$ cat config.mk
export PLATFORM = sky130hd
export DESIGN_NAME = icdf_ctrl
export DESIGN_NICKNAME = d
export VERILOG_FILES = /design/src/design/icdf_pkg.sv /design/src/design/icdf_ctrl.sv
export SDC_FILE = /design/constraint.sdc
export NUM_CORES = 1
export LEC_CHECK = 0
export ABC_CLOCK_PERIOD_IN_PS = 4000
export BUFFER_PORTS_ARGS = -buffer_cell sky130_fd_sc_hd__buf_4
export CELL_PAD_IN_SITES_DETAIL_PLACEMENT = 1
export CELL_PAD_IN_SITES_GLOBAL_PLACEMENT = 2
export CORE_MARGIN = 5
export CORE_UTILIZATION = 26
export DETAILED_ROUTE_END_ITERATION = 8
export PLACE_DENSITY = 0.9
export SLEW_MARGIN = 15
export SYNTH_ARGS = -nofsm -noshare
export SYNTH_HDL_FRONTEND = slang
export SYNTH_SLANG_ARGS = --single-unit
$ cat constraint.sdc
create_clock -name i_clk -period 4 [get_ports i_clk]
set_clock_uncertainty 0.15 [all_clocks]
set_input_delay 0.4 -clock i_clk [delete_from_list [all_inputs] [get_ports i_clk]]
set_output_delay 0.4 -clock i_clk [all_outputs]
set_load 0.02 [all_outputs]
$ cat src/design/icdf_pkg.sv
// ----------------------------------------------------------------------------
// icdf_pkg
// Shared types and constants of the inverse CDF table sampler.
// ----------------------------------------------------------------------------
`timescale 1ns / 1ps
package icdf_pkg;
    localparam int MAX_STEPS_DEF   = 1024;
    localparam int WEIGHT_BITS_DEF = 16;
    localparam int TS_W    = 25;
    localparam int SUM_W   = 26;
    localparam int FRAC_W  = 16;
    localparam int POS_W   = 25;
    localparam int CMD_W   = 2;
    localparam int STAT_W  = 3;
    localparam int WIN_W   = 16;
    localparam int RATIO_W = 25;
    localparam logic [TS_W-1:0] TS_RESET = 25'd16384;
    localparam logic [POS_W-1:0] ONE_Q24 = 25'h100_0000;

    typedef enum logic [1:0] {
        CMD_CLEAR  = 2'd0,
        CMD_APPEND = 2'd1,
        CMD_SAMPLE = 2'd2
    } t_cmd;

    typedef enum logic [STAT_W-1:0] {
        ST_SAMPLED  = 3'd0,
        ST_HIGH     = 3'd1,
        ST_LOW      = 3'd2,
        ST_APPENDED = 3'd3,
        ST_FULL     = 3'd4,
        ST_CLEARED  = 3'd5
    } t_status;

    typedef enum logic [3:0] {
        S_IDLE, S_DECODE, S_SRCH_RD, S_SRCH_WAIT, S_SRCH_CMP, S_RD_HI, S_RD_LO,
        S_RD_WAIT, S_RD_CAP, S_DIV_INIT, S_DIV, S_MUL, S_ADD, S_OUT
    } t_state;

    typedef struct packed {
        logic load;
        logic do_clear;
        logic do_append;
        logic srch_init;
        logic srch_rd;
        logic srch_cmp;
        logic rd_hi;
        logic rd_lo;
        logic cap_hi;
        logic cap_lo;
        logic div_init;
        logic div_step;
        logic mul;
        logic add;
        logic set_out;
        logic [STAT_W-1:0] status;
    } t_cmds;

    typedef struct packed {
        logic is_sample;
        logic is_append;
        logic full;
        logic srch_done;
        logic idx_high;
        logic idx_zero;
        logic div_done;
    } t_stat;
endpackage

$ cat src/design/icdf_ctrl.sv
// ----------------------------------------------------------------------------
// icdf_ctrl
// Sequencer: decode, binary search, interpolation, result handoff.
// ----------------------------------------------------------------------------
`timescale 1ns / 1ps
module icdf_ctrl (
    input  logic                i_clk,
    input  logic                i_rst_n,
    input  logic                i_in_valid,
    output logic                o_in_ready,
    input  logic                i_out_busy,
    output logic                o_out_load,
    input  icdf_pkg::t_stat     i_stat,
    output icdf_pkg::t_cmds     o_cmds
);
    icdf_pkg::t_state r_state, n_state;
    logic [icdf_pkg::STAT_W-1:0] r_status, n_status;

    always_ff @(posedge i_clk) begin
        if (!i_rst_n) begin
            r_state  <= icdf_pkg::S_IDLE;
            r_status <= icdf_pkg::ST_CLEARED;
        end else begin
            r_state  <= n_state;
            r_status <= n_status;
        end
    end

    always_comb begin
        n_state  = r_state;
        n_status = r_status;
        unique case (r_state)
            icdf_pkg::S_IDLE: begin
                if (i_in_valid) n_state = icdf_pkg::S_DECODE;
            end
            icdf_pkg::S_DECODE: begin
                if (i_stat.is_sample) begin
                    n_state = icdf_pkg::S_SRCH_RD;
                end else if (i_stat.is_append) begin
                    n_status = i_stat.full ? icdf_pkg::ST_FULL : icdf_pkg::ST_APPENDED;
                    n_state  = icdf_pkg::S_OUT;
                end else begin
                    n_status = icdf_pkg::ST_CLEARED;
                    n_state  = icdf_pkg::S_OUT;
                end
            end
            icdf_pkg::S_SRCH_RD: begin
                if (i_stat.srch_done) begin
                    if (i_stat.idx_high) begin
                        n_status = icdf_pkg::ST_HIGH;
                        n_state  = icdf_pkg::S_OUT;
                    end else if (i_stat.idx_zero) begin
                        n_status = icdf_pkg::ST_LOW;
                        n_state  = icdf_pkg::S_OUT;
                    end else begin
                        n_state = icdf_pkg::S_RD_HI;
                    end
                end else begin
                    n_state = icdf_pkg::S_SRCH_WAIT;
                end
            end
            icdf_pkg::S_SRCH_WAIT: n_state = icdf_pkg::S_SRCH_CMP;
            icdf_pkg::S_SRCH_CMP:  n_state = icdf_pkg::S_SRCH_RD;
            icdf_pkg::S_RD_HI:     n_state = icdf_pkg::S_RD_LO;
            icdf_pkg::S_RD_LO:     n_state = icdf_pkg::S_RD_WAIT;
            icdf_pkg::S_RD_WAIT:   n_state = icdf_pkg::S_RD_CAP;
            icdf_pkg::S_RD_CAP:    n_state = icdf_pkg::S_DIV_INIT;
            icdf_pkg::S_DIV_INIT:  n_state = icdf_pkg::S_DIV;
            icdf_pkg::S_DIV: begin
                if (i_stat.div_done) n_state = icdf_pkg::S_MUL;
            end
            icdf_pkg::S_MUL: n_state = icdf_pkg::S_ADD;
            icdf_pkg::S_ADD: begin
                n_status = icdf_pkg::ST_SAMPLED;
                n_state  = icdf_pkg::S_OUT;
            end
            icdf_pkg::S_OUT: begin
                if (!i_out_busy) n_state = icdf_pkg::S_IDLE;
            end
            default: n_state = icdf_pkg::S_IDLE;
        endcase
    end

    always_comb begin
        o_cmds     = '0;
        o_in_ready = 1'b0;
        o_out_load = 1'b0;
        o_cmds.status = r_status;
        unique case (r_state)
            icdf_pkg::S_IDLE: begin
                o_in_ready  = 1'b1;
                o_cmds.load = i_in_valid;
            end
            icdf_pkg::S_DECODE: begin
                o_cmds.srch_init = i_stat.is_sample;
                o_cmds.do_append = i_stat.is_append & ~i_stat.full;
                o_cmds.do_clear  = ~i_stat.is_sample & ~i_stat.is_append;
            end
            icdf_pkg::S_SRCH_RD:  o_cmds.srch_rd  = ~i_stat.srch_done;
            icdf_pkg::S_SRCH_CMP: o_cmds.srch_cmp = 1'b1;
            icdf_pkg::S_RD_HI:    o_cmds.rd_hi    = 1'b1;
            icdf_pkg::S_RD_LO:    o_cmds.rd_lo    = 1'b1;
            icdf_pkg::S_RD_WAIT:  o_cmds.cap_hi   = 1'b1;
            icdf_pkg::S_RD_CAP:   o_cmds.cap_lo   = 1'b1;
            icdf_pkg::S_DIV_INIT: o_cmds.div_init = 1'b1;
            icdf_pkg::S_DIV:      o_cmds.div_step = 1'b1;
            icdf_pkg::S_MUL:      o_cmds.mul      = 1'b1;
            icdf_pkg::S_ADD:      o_cmds.add      = 1'b1;
            icdf_pkg::S_OUT: begin
                o_cmds.set_out = ~i_out_busy;
                o_out_load     = ~i_out_busy;
            end
            default: ;
        endcase
    end
endmodule

# Word-level counts from Yosys, hierarchy flattened
# Cells that the tools add are included.
[classes] multipliers=0 n_bitwise=7 n_mux=29 shifts=0 order_cmp=0 div=0 reduce_logical=4 add_sub_neg=0 eq_ne=19
[op_table] cell="$pmux W4 S14" n=1
[op_table] cell="$mux W4" n=7
[op_table] cell="$eq A4 B4 Y1 const B" n=6
[op_table] cell="$mux W3" n=7
[op_table] cell="$eq A4 B3 Y1 const B" n=4
[op_table] cell="$mux W1" n=13
[op_table] cell="$ne A2 B2 Y1 const B" n=5
[op_table] cell="$pmux W3 S3" n=1
[op_table] cell="$eq A4 B2 Y1 const B" n=2
[op_table] cell="$not A1 Y1" n=5
[op_table] cell="$eq A4 B1 Y1 const B" n=1
[op_table] cell="$logic_not A4 Y1" n=1
[op_table] cell="$reduce_and A4 Y1" n=1
[op_table] cell="$ne A3 B3 Y1 const B" n=1
[op_table] cell="$reduce_and A3 Y1" n=1
[op_table] cell="$reduce_bool A3 Y1" n=1
[op_table] cell="$and A1 B1 Y1" n=2
[word_totals] romBits=0 wordCells=61 mem_count=0 mem_bits_rw=0 register_bits=7 out_inout_bits=20 input_bits=11 latchBits=0

# Longest topological paths before layout
# Gate-level depths: netlist (run 1).
[depth] depth_word=4 ltp_mapped=6 mapped_depth_nobuf=4

# Worst setup path before layout (run 1)
# No wires, ideal clock.
[synth_timing] path_kind="register to output" from="reg r_state[2]" to="out o_cmds[3] in the netlist's numbering" slack_ns=1.894 stages_incl_launch_ff=5 path_buffers=2 arrival_ns=1.556 t_required_ns=3.450 path_cell_list="dfxtp_1 -> buf_2 -> nand2_1 -> nor3_1 -> buf_4"
[synth_via] elab_chain_len=2
[synth_rtl] item="start, declared" line="icdf_ctrl.sv:16" text="icdf_pkg::t_state r_state, n_state;"
[synth_rtl] item="start signal, assigned" line="icdf_ctrl.sv:21" text="r_state <= icdf_pkg::S_IDLE;"
[synth_rtl] item="start signal, assigned" line="icdf_ctrl.sv:24" text="r_state <= n_state;"
[synth_rtl] item="$eq A4 B4 Y1"
[synth_rtl] item="$mux W1"
[synth_rtl] item="end, declared" line="icdf_ctrl.sv:14" text="output icdf_pkg::t_cmds o_cmds"
# Every way passes these cells.

==> results of run 1 <==
## cells by family (layout without fill, tap and decap cells)
group | Yosys count | after routing | synth area share, %
AOI/OAI and AO/OA | 28 | 28 | 26.2
DFF | 7 | 7 | 19.0
and+or+nand+nor | 47 | 47 | 40.8
xor gates and xnor gates | 1 | 1 | 1.18
buffers and inverters | 16 | 40 | 11.5
muxes | 1 | 1 | 1.35
## power by group through the flow
stage / sequential (mW) / combinational, mW / clock [mW]
2_1_floorplan: 0.131 / 0.361 / 0
3_3_place_gp: 0.200 / 0.388 / 0
3_5_place_dp: 0.207 / 0.395 / 0
4_1_cts: 0.205 / 0.398 / 0.0692
5_1_grt: 0.216 / 0.430 / 0.0737
6_report: 0.208 / 0.393 / 0.0661
## cell usage in the layout, fill, tap and decap left out, drive strengths merged
master / count
and4b: 1
a311oi: 1
and2: 1
a211oi: 3
o21ai: 6
o31a: 1
o31ai: 1
nor2: 12
a21boi: 1
a21oi: 8
inv: 6
or4b: 1
nand2b: 4
xnor2: 1
mux2i: 1
nand2: 7
nor3: 8
a31oi: 1
and3b: 1
nor4b: 4
clkbuf: 4
nor4: 1
o311a: 1
or3: 3
nor3b: 2
o21a: 2
a211o: 1
and4: 1
buf: 30
dfxtp: 7
o221ai: 1
a2111oi: 1
nor4bb: 1
## routing by layer
| layer | part of all wire (%) | vias to the layer above | wire, um | track usage, % |
|---|---|---|---|---|
| met5 | 0 | - | 0 | 0 |
| met2 | 53 | 11 | 1230 | 19.3 |
| met4 | 0.51 | 0 | 12 | 2.34 |
| li1 | - | 413 | - | - |
| met3 | 2.6 | 2 | 61 | 2.66 |
| met1 | 44 | 391 | 1030 | 14.5 |
## critical path, cell delays in order (launching register included)
cell and delay (ps):
dfxtp_1 800, nor4bb_1 940, buf_4 280
## flip-flops by register name, indices dropped and copies added, names as in the netlist
signal and count:
r_state 4, r_status 3
## final cells by class
type	count	area, um2
fillers	339	1770
multi-input cells	77	514
repair buffers	30	225
flip-flops and latches	7	140
well taps	31	38.8
clock buffers	4	26.3
inverters	6	22.5
## final timing paths
kind,to,slack [ps],cells past startpoint,startpoint
setup / recovery,o_cmds[4],1170,2,r_state[3]
hold / removal,r_status[2],240,2,i_rst_n
setup reg to reg,r_status[0],1320,4,r_state[3]
hold reg to reg,r_status[2],370,2,r_status[2]
## through the flow
step	cells	utilization, %	instance area [um2]	hold slack, ps
CTS	155	35.4	967	236
global route	155	35.4	967	231
detailed placement	151	34.4	941	356
floorplan	100	-	739	330
finish	155	35.4	967	239
global placement	151	34.4	941	339
==> reports/metrics.yaml, run 1 <==
cts:
  cts_root_buffer: "clkbuf_4"
  clk_latency_ps: 250
  hold_buffers: 0
  cts_tree: "done"
  cts_sinks: 7
  htreeDepth: 1
  cts_resized: 0
  cts_buffers: 3
  clkSlewWorstSetupHoldPaths_ps: 60
  cts.path.max_buffers: 2
  postCtsSetupRepairBufs: 0
setup_path:
  end_kind: "primary output"
  cp.required_ps: 3450
  critPathKind: "reg2out"
  critical_path.max_fanout: 19
  arrival_ps: 2280
  start_kind: "register"
route:
  antenna_left: 0
  first_pass_iters: 4
  drt-total-wl_um: 2330
  via_per_inst: 5.27
  drcViolationCount: 0
  vias: 817
  wire_per_inst_um: 15.0
  drt-initial-drc-count: 18
yosys:
  synth_area_leader_cell: "dfxtp_1"
  syn_area_per_cell_um2: 7.39
  ys_ff_latch: 7
  synthCells: 100
  yosysSeqAreaShare_pct: 19.0
  ys_warn_count: 0
  synthTopCellsByCount: "nor2_1 (11), a21oi_1 (8), nor3_1 (8), dfxtp_1 (7), nand2_1 (7)"
  synth.most_common_cell: "nor2_1"
  synthArstFlopShare_pct: 0
  yosysTopAreaCellShare_pct: 19.0
  synth.distinct_cells: 39
  synth-edff-count: 0
  synth_area_um2: 739
  synthesis.nets: 111
  synth_area_leaders: "dfxtp_1 (19%), nor4b_4 (6.4%), nor2_1 (5.6%)"
  synth_ff_type: "dfxtp_1"
sta:
  hold_viol: 0
  fin_ws_ps: 1170
  rsz0062_at_grt: "no"
  setup-violations-final: 0
  tns_ps: 0
  period_share_pct: 70.8
  tightest_slew_ps: 992
  fmax_mhz: 353
  maxSlewViolCount: 0
  slew_headroom_pct: 33.0
  min_period_ps: 2830
global_routing:
  grt_pass1_vias: 794
  track_usage_pct: 11.4
  grt_pass1_wl_um: 3840
  grt_max_degree: 24
  antenna_found_initial: 0
  grt_remaining_overflow: 0
floorplanning:
  ios: 31
  core_mm2: 0.00273
  core.rowCount: 19
  die_h_um: 63.3
  fp.dieW_um: 63.3
  die_area_mm2: 0.00401
  initial_core_util_pct: 27.0
job:
  cap_violations: 0
placement:
  io_buffers: 30
  dp_slack_ps: 1380
  detailed_place_hpwl_um: 1760
  globalplace.congestion: 0.892
power:
  p_sw_uw: 341
  sw_frac_of_total_pct: 51.1
  power.internal_uw: 326
  clock_power_share_pct: 9.9
  total_power_uw: 667
  seqPwrFrac_pct: 31.1
  ir_worst_vdd_v: 0.000313
  power.density_mw_per_mm2: 690
  leakage_nw: 0.412
  p_comb_share_pct: 58.9
layout:
  diodes: 0
  layout.nets: 136
  syn2layout_area_growth_pct: 30.8
  drive_gt1_share_pct: 31.5
worst_hold_path:
  hold_path_class: "in2reg"
status:
  status: "complete, no violations"
(Power assumes the default switching activity.)
==> inputs of run 2 (changes only) <==
ABC_AREA = 1   (was default)
ABC_CLOCK_PERIOD_IN_PS = 2800   (was 4000)
CORE_UTILIZATION = 20   (was 26)
PLACE_DENSITY = 0.85   (was 0.9)
clock period = 2.8 ns   (was 4 ns; I/O delays follow)
==> run 2 against run 1 <==
Sequential share of layout area grew 1.0 points. Sequential power shrank 15%. Final cell count grew 17%. Clock-buffer cell count is the same.
==> reports/metrics.yaml, run 2 <==
status:
  status: "complete, no violations"
sta:
  setup-violations-final: 0
  fmax_mhz: 558
  timing.hold.ws_ps: 106
  maxSlewViolCount: 0
  period_share_pct: 64.1
  fin_ws_ps: 1010
  rsz0062_at_grt: "no"
  tightest_slew_ps: 258
  hold_viol: 0
  min_period_ps: 1790
  slew_headroom_pct: 82.8
  tns_ps: 0
job:
  cap_violations: 0
setup_path:
  critPathKind: "reg2out"
  end_kind: "primary output"
  r2r-end: "r_status[0]"
  cpMostUsedCell: "inv_1"
  start_kind: "register"
  cpMaxStageDelayCell: "dfxtp_1"
  rr_worst_depth: 7
  cpPeakStageDelay_ps: 410
  critical_path.max_fanout: 4
  arrival_ps: 1360
  reg2reg_from: "r_state[0]"
  rrSetupSlack_ps: 1300
  cp.required_ps: 2370
  path_cells: "inv_1, nor2_1, inv_1, nor3_1, buf_4"
route:
  vias: 796
  drt-total-wl_um: 2220
  via_per_inst: 4.37
  drcViolationCount: 0
  wire_per_inst_um: 12.2
  drt-initial-drc-count: 32
  first_pass_iters: 2
  antenna_left: 0
yosys:
  synth.distinct_cells: 17
  yosysSeqAreaShare_pct: 22.7
  synth_ff_type: "dfxtp_1"
  ys_ff_latch: 7
  ys_warn_count: 0
  synth_area_leader_cell: "dfxtp_1"
  synth-edff-count: 0
  synth_area_um2: 618
  synthArstFlopShare_pct: 0
  synth.most_common_cell: "nand2_1"
  synthesis.nets: 127
  yosysTopAreaCellShare_pct: 22.7
  synthCells: 116
  synthTopCellsByCount: "nand2_1 (31), inv_1 (23), nor2_1 (21), dfxtp_1 (7), a21oi_1 (6)"
  syn_area_per_cell_um2: 5.33
  synth_area_leaders: "dfxtp_1 (23%), nand2_1 (19%), inv_1 (14%)"
cts:
  cts.path.max_buffers: 2
  clk_latency_ps: 240
  postCtsSetupRepairBufs: 0
  htreeDepth: 1
  cts_root_buffer: "clkbuf_4"
  clkSlewWorstSetupHoldPaths_ps: 60
  cts_sinks: 7
  cts_resized: 0
  cts_buffers: 3
  cts_tree: "done"
  hold_buffers: 0
global_routing:
  grt_pass1_vias: 846
  grt_max_degree: 9
  grt_pass1_wl_um: 3640
  track_usage_pct: 10.7
  grt_remaining_overflow: 0
  antenna_found_initial: 0
floorplanning:
  fp.dieW_um: 65.6
  die_h_um: 65.6
  die_area_mm2: 0.00430
  core_mm2: 0.00300
  ios: 31
  initial_core_util_pct: 20.6
  core.rowCount: 20
worst_hold_path:
  hold_path_class: "in2reg"
  min_path_cells: 3
  hold_start: "i_stat[2]"
  min_to: "r_status[0]"
power:
  total_power_uw: 796
  power.density_mw_per_mm2: 881
  leakage_nw: 0.554
  ir_worst_vdd_v: 0.000203
placement:
  dpl_cell_area_um2: 877
  numPlacedInstances: 178
  detailed_place_hpwl_um: 2000
  dp_slack_ps: 1250
  io_buffers: 30
  globalplace.congestion: 0.849
layout:
  layout.nets: 161
  n_fill_cell: 416
  postLayoutCoreUtil_pct: 30.1
  fin_area_um2: 903
  largest_reg_flops: 4
  reg_top3: "r_state x4, r_status x3"
  final_cell_mix: "nand2_1 (31), buf_4 (30), inv_1 (23), nor2_1 (21), dfxtp_1 (7)"
  drive_gt1_share_pct: 30.2
  diodes: 0
  regMostFlops: "r_state"
  syn2layout_area_growth_pct: 46.2
  final_cells: 182
  layout_commonest_cell: "nand2_1"
run 2: worst max-delay path by stage:
stage	start	endpoint	cells after the start
4_1_cts	r_state[2]	o_cmds[12]	5
6_report	r_state[2]	o_cmds[12]	5
3_3_place_gp	r_state[2]	o_cmds[12]	5
5_1_grt	r_state[0]	o_cmds[16]	5
3_5_place_dp	r_state[0]	o_cmds[16]	5
2_1_floorplan	r_state[0]	o_cmds[3]	3
run 2: cells by family after synthesis:
kind of cell / after synthesis / share of synthesized area [%]
AND/OR/NAND/NOR: 70 / 49.4
buffers and inverters: 26 / 16.4
AO/OA/AOI/OAI: 13 / 11.5
flip-flops: 7 / 22.7
run 2: critical path, delay by kind of cell, from the launching register on:
| family | cells | cell delay [ps] |
|---|---|---|
| buf+inv | 3 | 380 |
| flops | 1 | 410 |
| simple gates | 2 | 340 |
run 2: power by group:
group	internal, mW	total, mW	switching, mW
Combinational	0.190	0.529	0.340
Sequential	0.134	0.176	0.0429
Clock	0.0543	0.0898	0.0355
Total	0.377	0.796	0.418
run 2: final cells by class:
cell class / count / area, um2 / share of cell area (%)
multi-input combinational: 83 / 377 / 41.7
timing repair buffer: 30 / 225 / 24.9
sequential: 7 / 140 / 15.5
inverter: 25 / 93.8 / 10.4
tap: 33 / 41.3 / 4.57
clock buffer: 4 / 26.3 / 2.91
run 2: per-layer routing:
layer  share of wire [%]  GRT usage, %  vias up  wire length [um]
met4                 1.1          3.89        0                25
li1                    -             -      418                 -
met2                  51          19.8       14              1140
met1                  45          12.5      362               990
met3                 2.7          1.20        2                60
met5                   0             0        -                 0
